**config.mk**
```make
export PLATFORM = sky130hd
export DESIGN_NAME = aes128_key_exp
export DESIGN_NICKNAME = d
export VERILOG_FILES = /design/src/hdl/aes128_pkg.sv /design/src/hdl/aes128_key_exp.sv
export SDC_FILE = /design/constraint.sdc
export NUM_CORES = 2
export LEC_CHECK = 0
export ABC_CLOCK_PERIOD_IN_PS = 23900
export BUFFER_PORTS_ARGS = -buffer_cell sky130_fd_sc_hd__buf_2
export CAP_MARGIN = 5
export CORE_AREA = 5 5 578 580
export CTS_CLUSTER_SIZE = 30
export DETAILED_ROUTE_END_ITERATION = 10
export DIE_AREA = 0 0 583 585
export HOLD_SLACK_MARGIN = 0.06
export SETUP_SLACK_MARGIN = 0.3
export SLEW_MARGIN = 20
export SYNTH_ARGS = -nofsm -noshare
export SYNTH_HDL_FRONTEND = slang
export SYNTH_SLANG_ARGS = --single-unit
```
**constraint.sdc**
```tcl
create_clock -name clk -period 23.9 [get_ports clk]
set_input_delay 2.39 -clock clk [delete_from_list [all_inputs] [get_ports clk]]
set_output_delay 2.39 -clock clk [all_outputs]
set_load 0.05 [all_outputs]
```
**src/hdl/aes128_pkg.sv**
```systemverilog
`timescale 1ns / 1ps
// ----------------------------------------------------------------------------
// AES-128 package
// Shared types, constants, GF(2^8) byte functions and block-level round functions.
// ----------------------------------------------------------------------------
package aes128_pkg;

    localparam int NumRounds = 10;
    localparam int NumKeys   = NumRounds + 1;
    localparam int RndW      = 4;

    localparam logic ACT_ENCRYPT = 1'b0;
    localparam logic ACT_DECRYPT = 1'b1;

    localparam logic CFG_KEY_UPPER = 1'b0;
    localparam logic CFG_KEY_LOWER = 1'b1;

    typedef logic [127:0] blk_t;
    typedef blk_t [NumKeys-1:0] key_sched_t;

    // Control carried alongside each word through the round chain
    typedef struct packed {
        logic valid;
        logic act;
    } cell_ctl_t;

    function automatic logic [7:0] xtime(input logic [7:0] x);
        xtime = {x[6:0], 1'b0} ^ (x[7] ? 8'h1b : 8'h00);
    endfunction

    function automatic logic [7:0] gmul(input logic [7:0] a, input logic [7:0] b);
        logic [7:0] acc;
        logic [7:0] t;
        acc = 8'h00;
        t   = a;
        for (int k = 0; k < 8; k++) begin
            if (b[k]) acc = acc ^ t;
            t = xtime(t);
        end
        gmul = acc;
    endfunction

    function automatic logic [7:0] ginv(input logic [7:0] x);
        logic [7:0] acc;
        logic [7:0] base;
        acc  = 8'h01;
        base = x;
        // exponent 254 = 11111110b
        for (int k = 0; k < 8; k++) begin
            if (k != 0) acc = gmul(acc, base);
            base = gmul(base, base);
        end
        ginv = acc;
    endfunction

    function automatic logic [7:0] rotl8(input logic [7:0] x, input int n);
        rotl8 = (x << n) | (x >> (8 - n));
    endfunction

    function automatic logic [7:0] sbox_calc(input logic [7:0] x);
        logic [7:0] v;
        v = ginv(x);
        sbox_calc = v ^ rotl8(v, 1) ^ rotl8(v, 2) ^ rotl8(v, 3) ^ rotl8(v, 4) ^ 8'h63;
    endfunction

    function automatic logic [7:0] isbox_calc(input logic [7:0] x);
        isbox_calc = ginv(rotl8(x, 1) ^ rotl8(x, 3) ^ rotl8(x, 6) ^ 8'h05);
    endfunction

    // Constant 256-entry tables, folded at elaboration
    typedef logic [255:0][7:0] sbox_tab_t;

    function automatic sbox_tab_t build_sbox(input logic inv);
        sbox_tab_t t;
        for (int i = 0; i < 256; i++) begin
            t[i] = inv ? isbox_calc(8'(i)) : sbox_calc(8'(i));
        end
        build_sbox = t;
    endfunction

    localparam sbox_tab_t SBOX  = build_sbox(1'b0);
    localparam sbox_tab_t ISBOX = build_sbox(1'b1);

    function automatic logic [7:0] sb(input logic [7:0] x);
        sb = SBOX[x];
    endfunction

    function automatic logic [7:0] isb(input logic [7:0] x);
        isb = ISBOX[x];
    endfunction

    // Byte i of a block, byte 0 most significant
    function automatic logic [7:0] byte_of(input blk_t b, input int i);
        byte_of = b[127-8*i -: 8];
    endfunction

    function automatic blk_t shift_fwd(input blk_t s);
        blk_t t;
        for (int c = 0; c < 4; c++)
            for (int r = 0; r < 4; r++)
                t[127-8*(r+4*c) -: 8] = byte_of(s, r + 4*((c+r) & 3));
        shift_fwd = t;
    endfunction

    function automatic blk_t shift_inv(input blk_t s);
        blk_t t;
        for (int c = 0; c < 4; c++)
            for (int r = 0; r < 4; r++)
                t[127-8*(r+4*((c+r) & 3)) -: 8] = byte_of(s, r + 4*c);
        shift_inv = t;
    endfunction

    function automatic blk_t mix_fwd(input blk_t s);
        blk_t t;
        logic [7:0] a0, a1, a2, a3;
        for (int c = 0; c < 4; c++) begin
            a0 = byte_of(s, 4*c);   a1 = byte_of(s, 4*c+1);
            a2 = byte_of(s, 4*c+2); a3 = byte_of(s, 4*c+3);
            t[127-8*(4*c)   -: 8] = xtime(a0) ^ xtime(a1) ^ a1 ^ a2 ^ a3;
            t[127-8*(4*c+1) -: 8] = a0 ^ xtime(a1) ^ xtime(a2) ^ a2 ^ a3;
            t[127-8*(4*c+2) -: 8] = a0 ^ a1 ^ xtime(a2) ^ xtime(a3) ^ a3;
            t[127-8*(4*c+3) -: 8] = xtime(a0) ^ a0 ^ a1 ^ a2 ^ xtime(a3);
        end
        mix_fwd = t;
    endfunction

    function automatic blk_t mix_inv(input blk_t s);
        blk_t t;
        logic [7:0] a0, a1, a2, a3;
        for (int c = 0; c < 4; c++) begin
            a0 = byte_of(s, 4*c);   a1 = byte_of(s, 4*c+1);
            a2 = byte_of(s, 4*c+2); a3 = byte_of(s, 4*c+3);
            t[127-8*(4*c)   -: 8] = gmul(a0, 8'h0e) ^ gmul(a1, 8'h0b)
                                  ^ gmul(a2, 8'h0d) ^ gmul(a3, 8'h09);
            t[127-8*(4*c+1) -: 8] = gmul(a0, 8'h09) ^ gmul(a1, 8'h0e)
                                  ^ gmul(a2, 8'h0b) ^ gmul(a3, 8'h0d);
            t[127-8*(4*c+2) -: 8] = gmul(a0, 8'h0d) ^ gmul(a1, 8'h09)
                                  ^ gmul(a2, 8'h0e) ^ gmul(a3, 8'h0b);
            t[127-8*(4*c+3) -: 8] = gmul(a0, 8'h0b) ^ gmul(a1, 8'h0d)
                                  ^ gmul(a2, 8'h09) ^ gmul(a3, 8'h0e);
        end
        mix_inv = t;
    endfunction

    function automatic blk_t sub_fwd(input blk_t s);
        blk_t t;
        for (int i = 0; i < 16; i++) t[8*i +: 8] = sb(s[8*i +: 8]);
        sub_fwd = t;
    endfunction

    function automatic blk_t sub_inv(input blk_t s);
        blk_t t;
        for (int i = 0; i < 16; i++) t[8*i +: 8] = isb(s[8*i +: 8]);
        sub_inv = t;
    endfunction

endpackage

```
**src/hdl/aes128_key_exp.sv**
```systemverilog
`timescale 1ns / 1ps
// ----------------------------------------------------------------------------
// AES-128 key expansion
// Holds the cipher key and steps out one round key per cycle after a write.
// ----------------------------------------------------------------------------
module aes128_key_exp
(
    input  logic                    clk,
    input  logic                    rst_n,
    input  logic                    cfg_valid,
    output logic                    cfg_ready,
    input  logic                    cfg_index,
    input  logic                    cfg_hit,
    input  logic [63:0]             cfg_data,
    output logic                    busy,
    output aes128_pkg::key_sched_t  keys
);

    logic [63:0]                  key_upper_reg;
    logic [63:0]                  key_lower_reg;
    aes128_pkg::key_sched_t       keys_reg;
    logic [aes128_pkg::RndW-1:0]  step_reg, step_next;
    logic [7:0]                   rcon_reg, rcon_next;
    logic                         busy_reg, busy_next;
    aes128_pkg::blk_t             prev_key;
    aes128_pkg::blk_t             new_key;
    logic [31:0]                  tw;
    logic                         wr;

    assign cfg_ready = !busy_reg;
    assign wr        = cfg_valid && cfg_ready;
    assign busy      = busy_reg;
    assign keys      = keys_reg;

    // Form the next round key from the previous one
    always_comb
    begin
        prev_key = keys_reg[step_reg - aes128_pkg::RndW'(1)];
        tw = {aes128_pkg::sb(prev_key[23:16]) ^ rcon_reg, aes128_pkg::sb(prev_key[15:8]),
              aes128_pkg::sb(prev_key[7:0]), aes128_pkg::sb(prev_key[31:24])};
        new_key[127:96] = prev_key[127:96] ^ tw;
        new_key[95:64]  = prev_key[95:64]  ^ new_key[127:96];
        new_key[63:32]  = prev_key[63:32]  ^ new_key[95:64];
        new_key[31:0]   = prev_key[31:0]   ^ new_key[63:32];
    end

    // Advance the expansion counter
    always_comb
    begin
        step_next = step_reg;
        rcon_next = rcon_reg;
        busy_next = busy_reg;
        if (wr && cfg_hit) begin
            step_next = aes128_pkg::RndW'(1);
            rcon_next = 8'h01;
            busy_next = 1'b1;
        end else if (busy_reg) begin
            rcon_next = aes128_pkg::xtime(rcon_reg);
            if (step_reg == aes128_pkg::RndW'(aes128_pkg::NumRounds)) begin
                busy_next = 1'b0;
            end else begin
                step_next = step_reg + aes128_pkg::RndW'(1);
            end
        end
    end

    always_ff @(posedge clk or negedge rst_n)
    begin
        if (!rst_n) begin
            key_upper_reg <= '0;
            key_lower_reg <= '0;
            step_reg      <= '0;
            rcon_reg      <= 8'h01;
            busy_reg      <= 1'b0;
        end else begin
            step_reg <= step_next;
            rcon_reg <= rcon_next;
            busy_reg <= busy_next;
            if (wr && cfg_hit && cfg_index == aes128_pkg::CFG_KEY_UPPER)
                key_upper_reg <= cfg_data;
            if (wr && cfg_hit && cfg_index == aes128_pkg::CFG_KEY_LOWER)
                key_lower_reg <= cfg_data;
        end
    end

    // Load round key 0 on a write, then one expanded key per cycle
    always_ff @(posedge clk)
    begin
        if (wr && cfg_hit) begin
            if (cfg_index == aes128_pkg::CFG_KEY_UPPER)
                keys_reg[0] <= {cfg_data, key_lower_reg};
            else
                keys_reg[0] <= {key_upper_reg, cfg_data};
        end else if (busy_reg) begin
            keys_reg[step_reg] <= new_key;
        end
    end

`ifndef SYNTHESIS
    a_no_write_busy: assert property (@(posedge clk) disable iff (!rst_n)
        busy_reg |-> !cfg_ready)
        else $error("key write taken during expansion");
    a_step_range: assert property (@(posedge clk) disable iff (!rst_n)
        busy_reg |-> (step_reg != 0 && step_reg <= aes128_pkg::RndW'(aes128_pkg::NumRounds)))
        else $error("expansion step out of range");
    a_start: assert property (@(posedge clk) disable iff (!rst_n)
        (wr && cfg_hit) |=> (busy_reg && step_reg == aes128_pkg::RndW'(1)))
        else $error("expansion did not start");
`endif

endmodule

```
# Word level (Yosys, flattened, before mapping)
# Memory sizes are Yosys's and may differ from the RTL's.
# Cells that the tools add are included.
totals:
  register_bits: 1549
  rom_bits: 8192
  wordCells: 69
  memories: 4
op_classes:
  add_sub_neg: 2
  n_lt_le_gt_ge: 7
  eq_ne: 2
  n_mux: 21
  bitwise: 8
  n_reduce_logical: 9
mem_list:
  columns: ["memory", "depth", "width", "read_ports", "rd_ports_with_merged_regs", "write_ports", "line", "rtl"]
  rows:
  - ["(no name shown)", 256, 8, 1, 0, 0, "aes128_pkg.sv:85", "sb = SBOX[x];"]
  - ["(no name shown)", 256, 8, 1, 0, 0, "aes128_pkg.sv:85", null]
  - ["(no name shown)", 256, 8, 1, 0, 0, "aes128_pkg.sv:85", null]
  - ["(no name shown)", 256, 8, 1, 0, 0, "aes128_pkg.sv:85", null]
ops:
  columns: ["operator", "count"]
  rows:
  - ["$bwmux 1408", 1]
  - ["$mux 128", 5]
  - ["$bmux 128 s4", 1]
  - ["$demux 128 s4", 1]
  - ["$xor 32x32->32", 4]
  - ["$mux 8", 6]
  - ["$lt 8x9->1 const B", 4]
  - ["$mux 4", 3]
  - ["$lt 4x5->1 const B", 2]
  - ["$xor 8x5->8", 1]
  - ["$xor 8x8->8", 1]
  - ["$logic_and 1x1->1", 5]
  - ["$mux 5", 1]
  - ["$add 4x1->4 const B", 1]
  - ["$eq 4x4->1 const B", 1]
  - ["$ge 4x1->1 const B", 1]
  - ["$reduce_and 2->1", 2]
  - ["$sub 4x1->4 const B", 1]
  - ["$mux 1", 3]
  - ["$ne 2x2->1 const B", 1]
  - ["$not 1->1", 2]
  - ["$reduce_bool 2->1", 1]
  - ["$logic_not 1->1", 1]

# Logic depth before layout (Yosys ltp)
logic_depth:
  depth_word: 13
  depth_mapped: 35
  depth_no_buf: 19

# Worst setup path after synthesis
# OpenSTA, ideal clock, no wires.
synth_path:
  path_type: "reg2reg"
  from: "register step_reg[0] (netlist name)"
  to: "register keys_reg, in the netlist keys[0], enable pin"
  setup_time_ns: 0.804
  arrival_ns: 12.288
  required_time_ns: 23.096
  setup_slack_ns: 10.808
  path_stages_with_launch: 13
  path_buffers: 8
  synth_period_minus_slack_ns: 13.092
  cell_sequence: "dfrtp_1 > buf_4 > buf_6 > clkinv_1 > clkbuf_1 > buf_1 > clkbuf_1 > clkbuf_1 > buf_1 > clkbuf_1 > ha_1 > nand2_1 > o31ai_1"
synth_rtl:
  columns: ["element", "line", "rtl"]
  rows:
  - ["end signal, assigned by index", "aes128_key_exp.sv:95", "keys_reg[step_reg] <= new_key;"]
  - ["end, declared", "aes128_key_exp.sv:21", "aes128_pkg::key_sched_t keys_reg;"]

# Worst setup path after layout
layout_path:
  from: "register step_reg[0] (netlist name)"
  to: "register keys_reg, in the netlist keys[905], data pin"
layout_between:
  elab_chain_len: 10
layout_rtl:
  columns: ["element", "line", "rtl"]
  rows:
  - ["start, declared", "aes128_key_exp.sv:22", "logic [aes128_pkg::RndW-1:0] step_reg, step_next;"]
  - ["start signal, assigned", "aes128_key_exp.sv:76", "step_reg <= step_next;"]
  - ["$sub 4x1->4 *", "aes128_key_exp.sv:38", "prev_key = keys_reg[step_reg - aes128_pkg::RndW'(1)];"]
  - ["$bmux 128 s4 *", "aes128_key_exp.sv:38", null]
  - ["$mux 128 (implied by the code) *", "aes128_key_exp.sv:38", null]
  - ["$mem_v2 256x8", null, null]
  - ["$mux 8 (implied by the code)", "aes128_pkg.sv:85", null]
  - ["$xor 32x32->32", "aes128_key_exp.sv:41", "new_key[127:96] = prev_key[127:96] ^ tw;"]
  - ["$xor 32x32->32", "aes128_key_exp.sv:42", "new_key[95:64] = prev_key[95:64] ^ new_key[127:96];"]
  - ["$xor 32x32->32 *", "aes128_key_exp.sv:43", "new_key[63:32] = prev_key[63:32] ^ new_key[95:64];"]
  - ["named net new_key[41]", "aes128_key_exp.sv:26", "aes128_pkg::blk_t new_key;"]
  - ["$xor 32x32->32 *", "aes128_key_exp.sv:44", "new_key[31:0] = prev_key[31:0] ^ new_key[63:32];"]
  - ["named net new_key[9]", "aes128_key_exp.sv:26", null]
  - ["$bwmux 1408 *", "aes128_key_exp.sv:95", null]
# Mark *: on every way through the listed nets, which the timed path passes. The rest lies on a longest branch. The select of a mux whose other input is x is not followed.
# A chain may end at the register's enable or synchronous reset.

==> flow_metrics.env <==
export IMPL_cts_buffers=181
export IMPL_vias_per_cell=5.81
export IMPL_drcViolationCount=0
export IMPL_fillers=33200
export IMPL_gp_congestion=0.953
export IMPL_io_pins=1479
export IMPL_dieArea_mm2=0.341
export IMPL_yosysMostFrequentCell="edfxtp_1"
export IMPL_h_tree_depth=4
export IMPL_dp_hpwl_um=406000
export IMPL_die_w_um=583
export IMPL_grt_max_degree=84
export IMPL_routedWlPerCell_um=44.3
export IMPL_timing_final_crit_share_pct=42.1
export IMPL_first_pass_iters=8
export IMPL_crit_family="XOR/XNOR gates"
export IMPL_yosys_top_cells_count="edfxtp_1 (1408), nand2_1 (476), o21ai_0 (360), mux2i_1 (311), nor2_1 (288)"
export IMPL_antenna_left=0
export IMPL_hold_start="key_upper_reg[52]"
export IMPL_fmax_ghz=0.0995
export IMPL_holdPathStages=1
export IMPL_grt_first_pass_wirelength_um=690000
export IMPL_required_ns=24.39
export IMPL_hold_viol=0
export IMPL_post_cts_buffers=0
export IMPL_cts_hold_buf=0
export IMPL_synthArstFlopShare_pct=9.10
export IMPL_largest_reg_flops=1408
export IMPL_synth_seq_area_share_pct=57.0
export IMPL_syn_inst=6184
export IMPL_synth_top_area_share_pct=52.6
export IMPL_clock_sinks=1549
export IMPL_slew_violations=0
export IMPL_track_usage_pct=30.0
export IMPL_cts_tree="done"
export IMPL_end_kind="flip-flop"
export IMPL_synth_warnings=0
export IMPL_cts_resized=0
export IMPL_gr_total_overflow=0
export IMPL_relSlewSlack_pct=17.3
export IMPL_rsz0062_at_grt="no"
export IMPL_ff2ff_path_depth=22
export IMPL_ys_types=121
export IMPL_wl_um=538000
export IMPL_rows=211
export IMPL_synth_area_mm2=0.0803
export IMPL_tns_ns=0
export IMPL_drive_above_1_share_pct=34.9
export IMPL_status="completed"
export IMPL_clock_root_buffer="clkbuf_16"
export IMPL_drt_iter0_drc=10400
export IMPL_fin_crit_ns=10.05
export IMPL_nets=7734
export IMPL_dp_cells=11800
export IMPL_r2r_start="step_reg[0]"
export IMPL_hold_path_end="key_upper_reg[52]"
export IMPL_crit_buf_inv=6
export IMPL_critPathMostFrequentCell="buf_4"
export IMPL_initial_core_util_pct=24.4
export IMPL_synthFlopType="edfxtp_1"
export IMPL_cp_slowest_cell="xnor2_1"
export IMPL_syn_nets=6314
export IMPL_io_buffers=1478
export IMPL_worstPathArrival_ns=10.55
export IMPL_skew_ns=0.124
export IMPL_syn_avg_cell_area_um2=13.0
export IMPL_ys_ff_latch=1549
export IMPL_antenna_found_initial=84
export IMPL_crit_fanout=52
export IMPL_die_height_um=585
export IMPL_r2r_end="keys[905]"
export IMPL_first_global_vias=67400
export IMPL_synthTopCellsByArea="edfxtp_1 (53%), mux4_2 (6.4%), dfrtp_1 (4.4%), mux2i_1 (3.9%), mux2_2 (2.7%)"
export IMPL_crit_chain="inv_8 -> ha_4 -> buf_4 -> mux2i_1 -> nand3_1 -> nand4_1 -> nand2_1 -> buf_4 -> inv_1 -> buf_4 -> ha_1 -> inv_1 -> a211oi_1 -> a211oi_1 -> a311oi_1 -> o21ai_0 -> o2bb2ai_1 -> o21ai_2 -> xor2_2 -> xnor2_2 -> xnor2_2 -> xnor2_1"
export IMPL_synth_largest_area_cell="edfxtp_1"
export IMPL_worst_pin_slew_ns=1.24
export IMPL_crit_type="reg2reg"
export IMPL_cts_buffer_depth=4
export IMPL_setup_violations=0
export IMPL_setup_worst_path_start_class="flip-flop"
export IMPL_drv_cap=0
export IMPL_clk_pin_slew_ns=0.07
export IMPL_syn2layout_area_growth_pct=24.4
export IMPL_final_cells=12200
export IMPL_vias=70600
export IMPL_clkLatencyLatePin_ns=0.94
export IMPL_max_stage_delay_ns=0.92
export IMPL_min_path_type="reg2reg"
export IMPL_rrSetupSlack_ns=13.85
export IMPL_fp_coreArea_mm2=0.329
export IMPL_synth_edf_count=1408
[how the worst max path moves through the flow]
stage	to	depth (start not counted)	startpoint	slack [ns]
floorplan	keys[0]	12	step_reg[0]	10.81
finish	keys[905]	22	step_reg[0]	13.85
CTS	keys[905]	22	step_reg[0]	13.81
detailed placement	keys[137]	22	step_reg[0]	13.91
global placement	keys[1033]	22	step_reg[0]	13.41
global route	keys[649]	22	step_reg[0]	13.52
[final cells by class]
| cell class | count | area, µm² | area share [%] |
|---|---|---|---|
| Clock inverter | 114 | 1460 | 1.46 |
| Sequential cell | 1549 | 45800 | 45.8 |
| Antenna cell | 38 | 95.1 | 0.0952 |
| Clock buffer | 216 | 4760 | 4.76 |
| Inverter | 75 | 292 | 0.292 |
| Multi-Input combinational cell | 4019 | 32300 | 32.3 |
| Tap cell | 4366 | 5460 | 5.47 |
| Timing Repair Buffer | 1778 | 9720 | 9.73 |
[stage by stage]
step                      setup WS [ns]  hold WS (ns)  area (µm²)  utilization, %
final                             13.85         0.502       99900            30.4
after global placement            13.41         0.483       93500            28.4
after global routing              13.52         0.514       99900            30.4
after detailed placement          13.91         0.490       93600            28.5
after floorplan                   10.81         0.475       80300               -
after CTS                         13.81         0.505       99800            30.4
[cell usage in the layout (no fill, tap or decap), types with 181 or more instances in the layout]
cell type / n
a21oi_1: 222
buf_2: 1476
buf_4: 296
clkbuf_16: 181
edfxtp_1: 1408
mux2_2: 190
mux2i_1: 310
mux4_2: 229
nand2_1: 474
nand3_1: 197
nor2_1: 279
o21ai_0: 347
[cell families after synthesis]
logic type / Yosys count / share of synthesized area, %
AO/OA/AOI/OAI: 1666 / 14.6
multiplexers: 733 / 13.0
flip-flops: 1549 / 57.0
buffers and inverters: 616 / 3.86
XOR/XNOR: 224 / 2.75
AND/OR/NAND/NOR: 1335 / 7.75
adder cells (fa/ha/maj): 61 / 0.950
[metal layers]
metal / track usage (%) / part of all wire (%) / up-vias
li1: - / - / 27500
met1: 37.9 / 39 / 36900
met2: 45.7 / 44 / 5214
met3: 9.70 / 11 / 924
met4: 15.9 / 6.4 / 36
met5: 0 / 0.045 / -
Power is left out: the tool's default activity adds up to more than one toggle a clock period on the data nets, which glitch-free logic cannot reach.
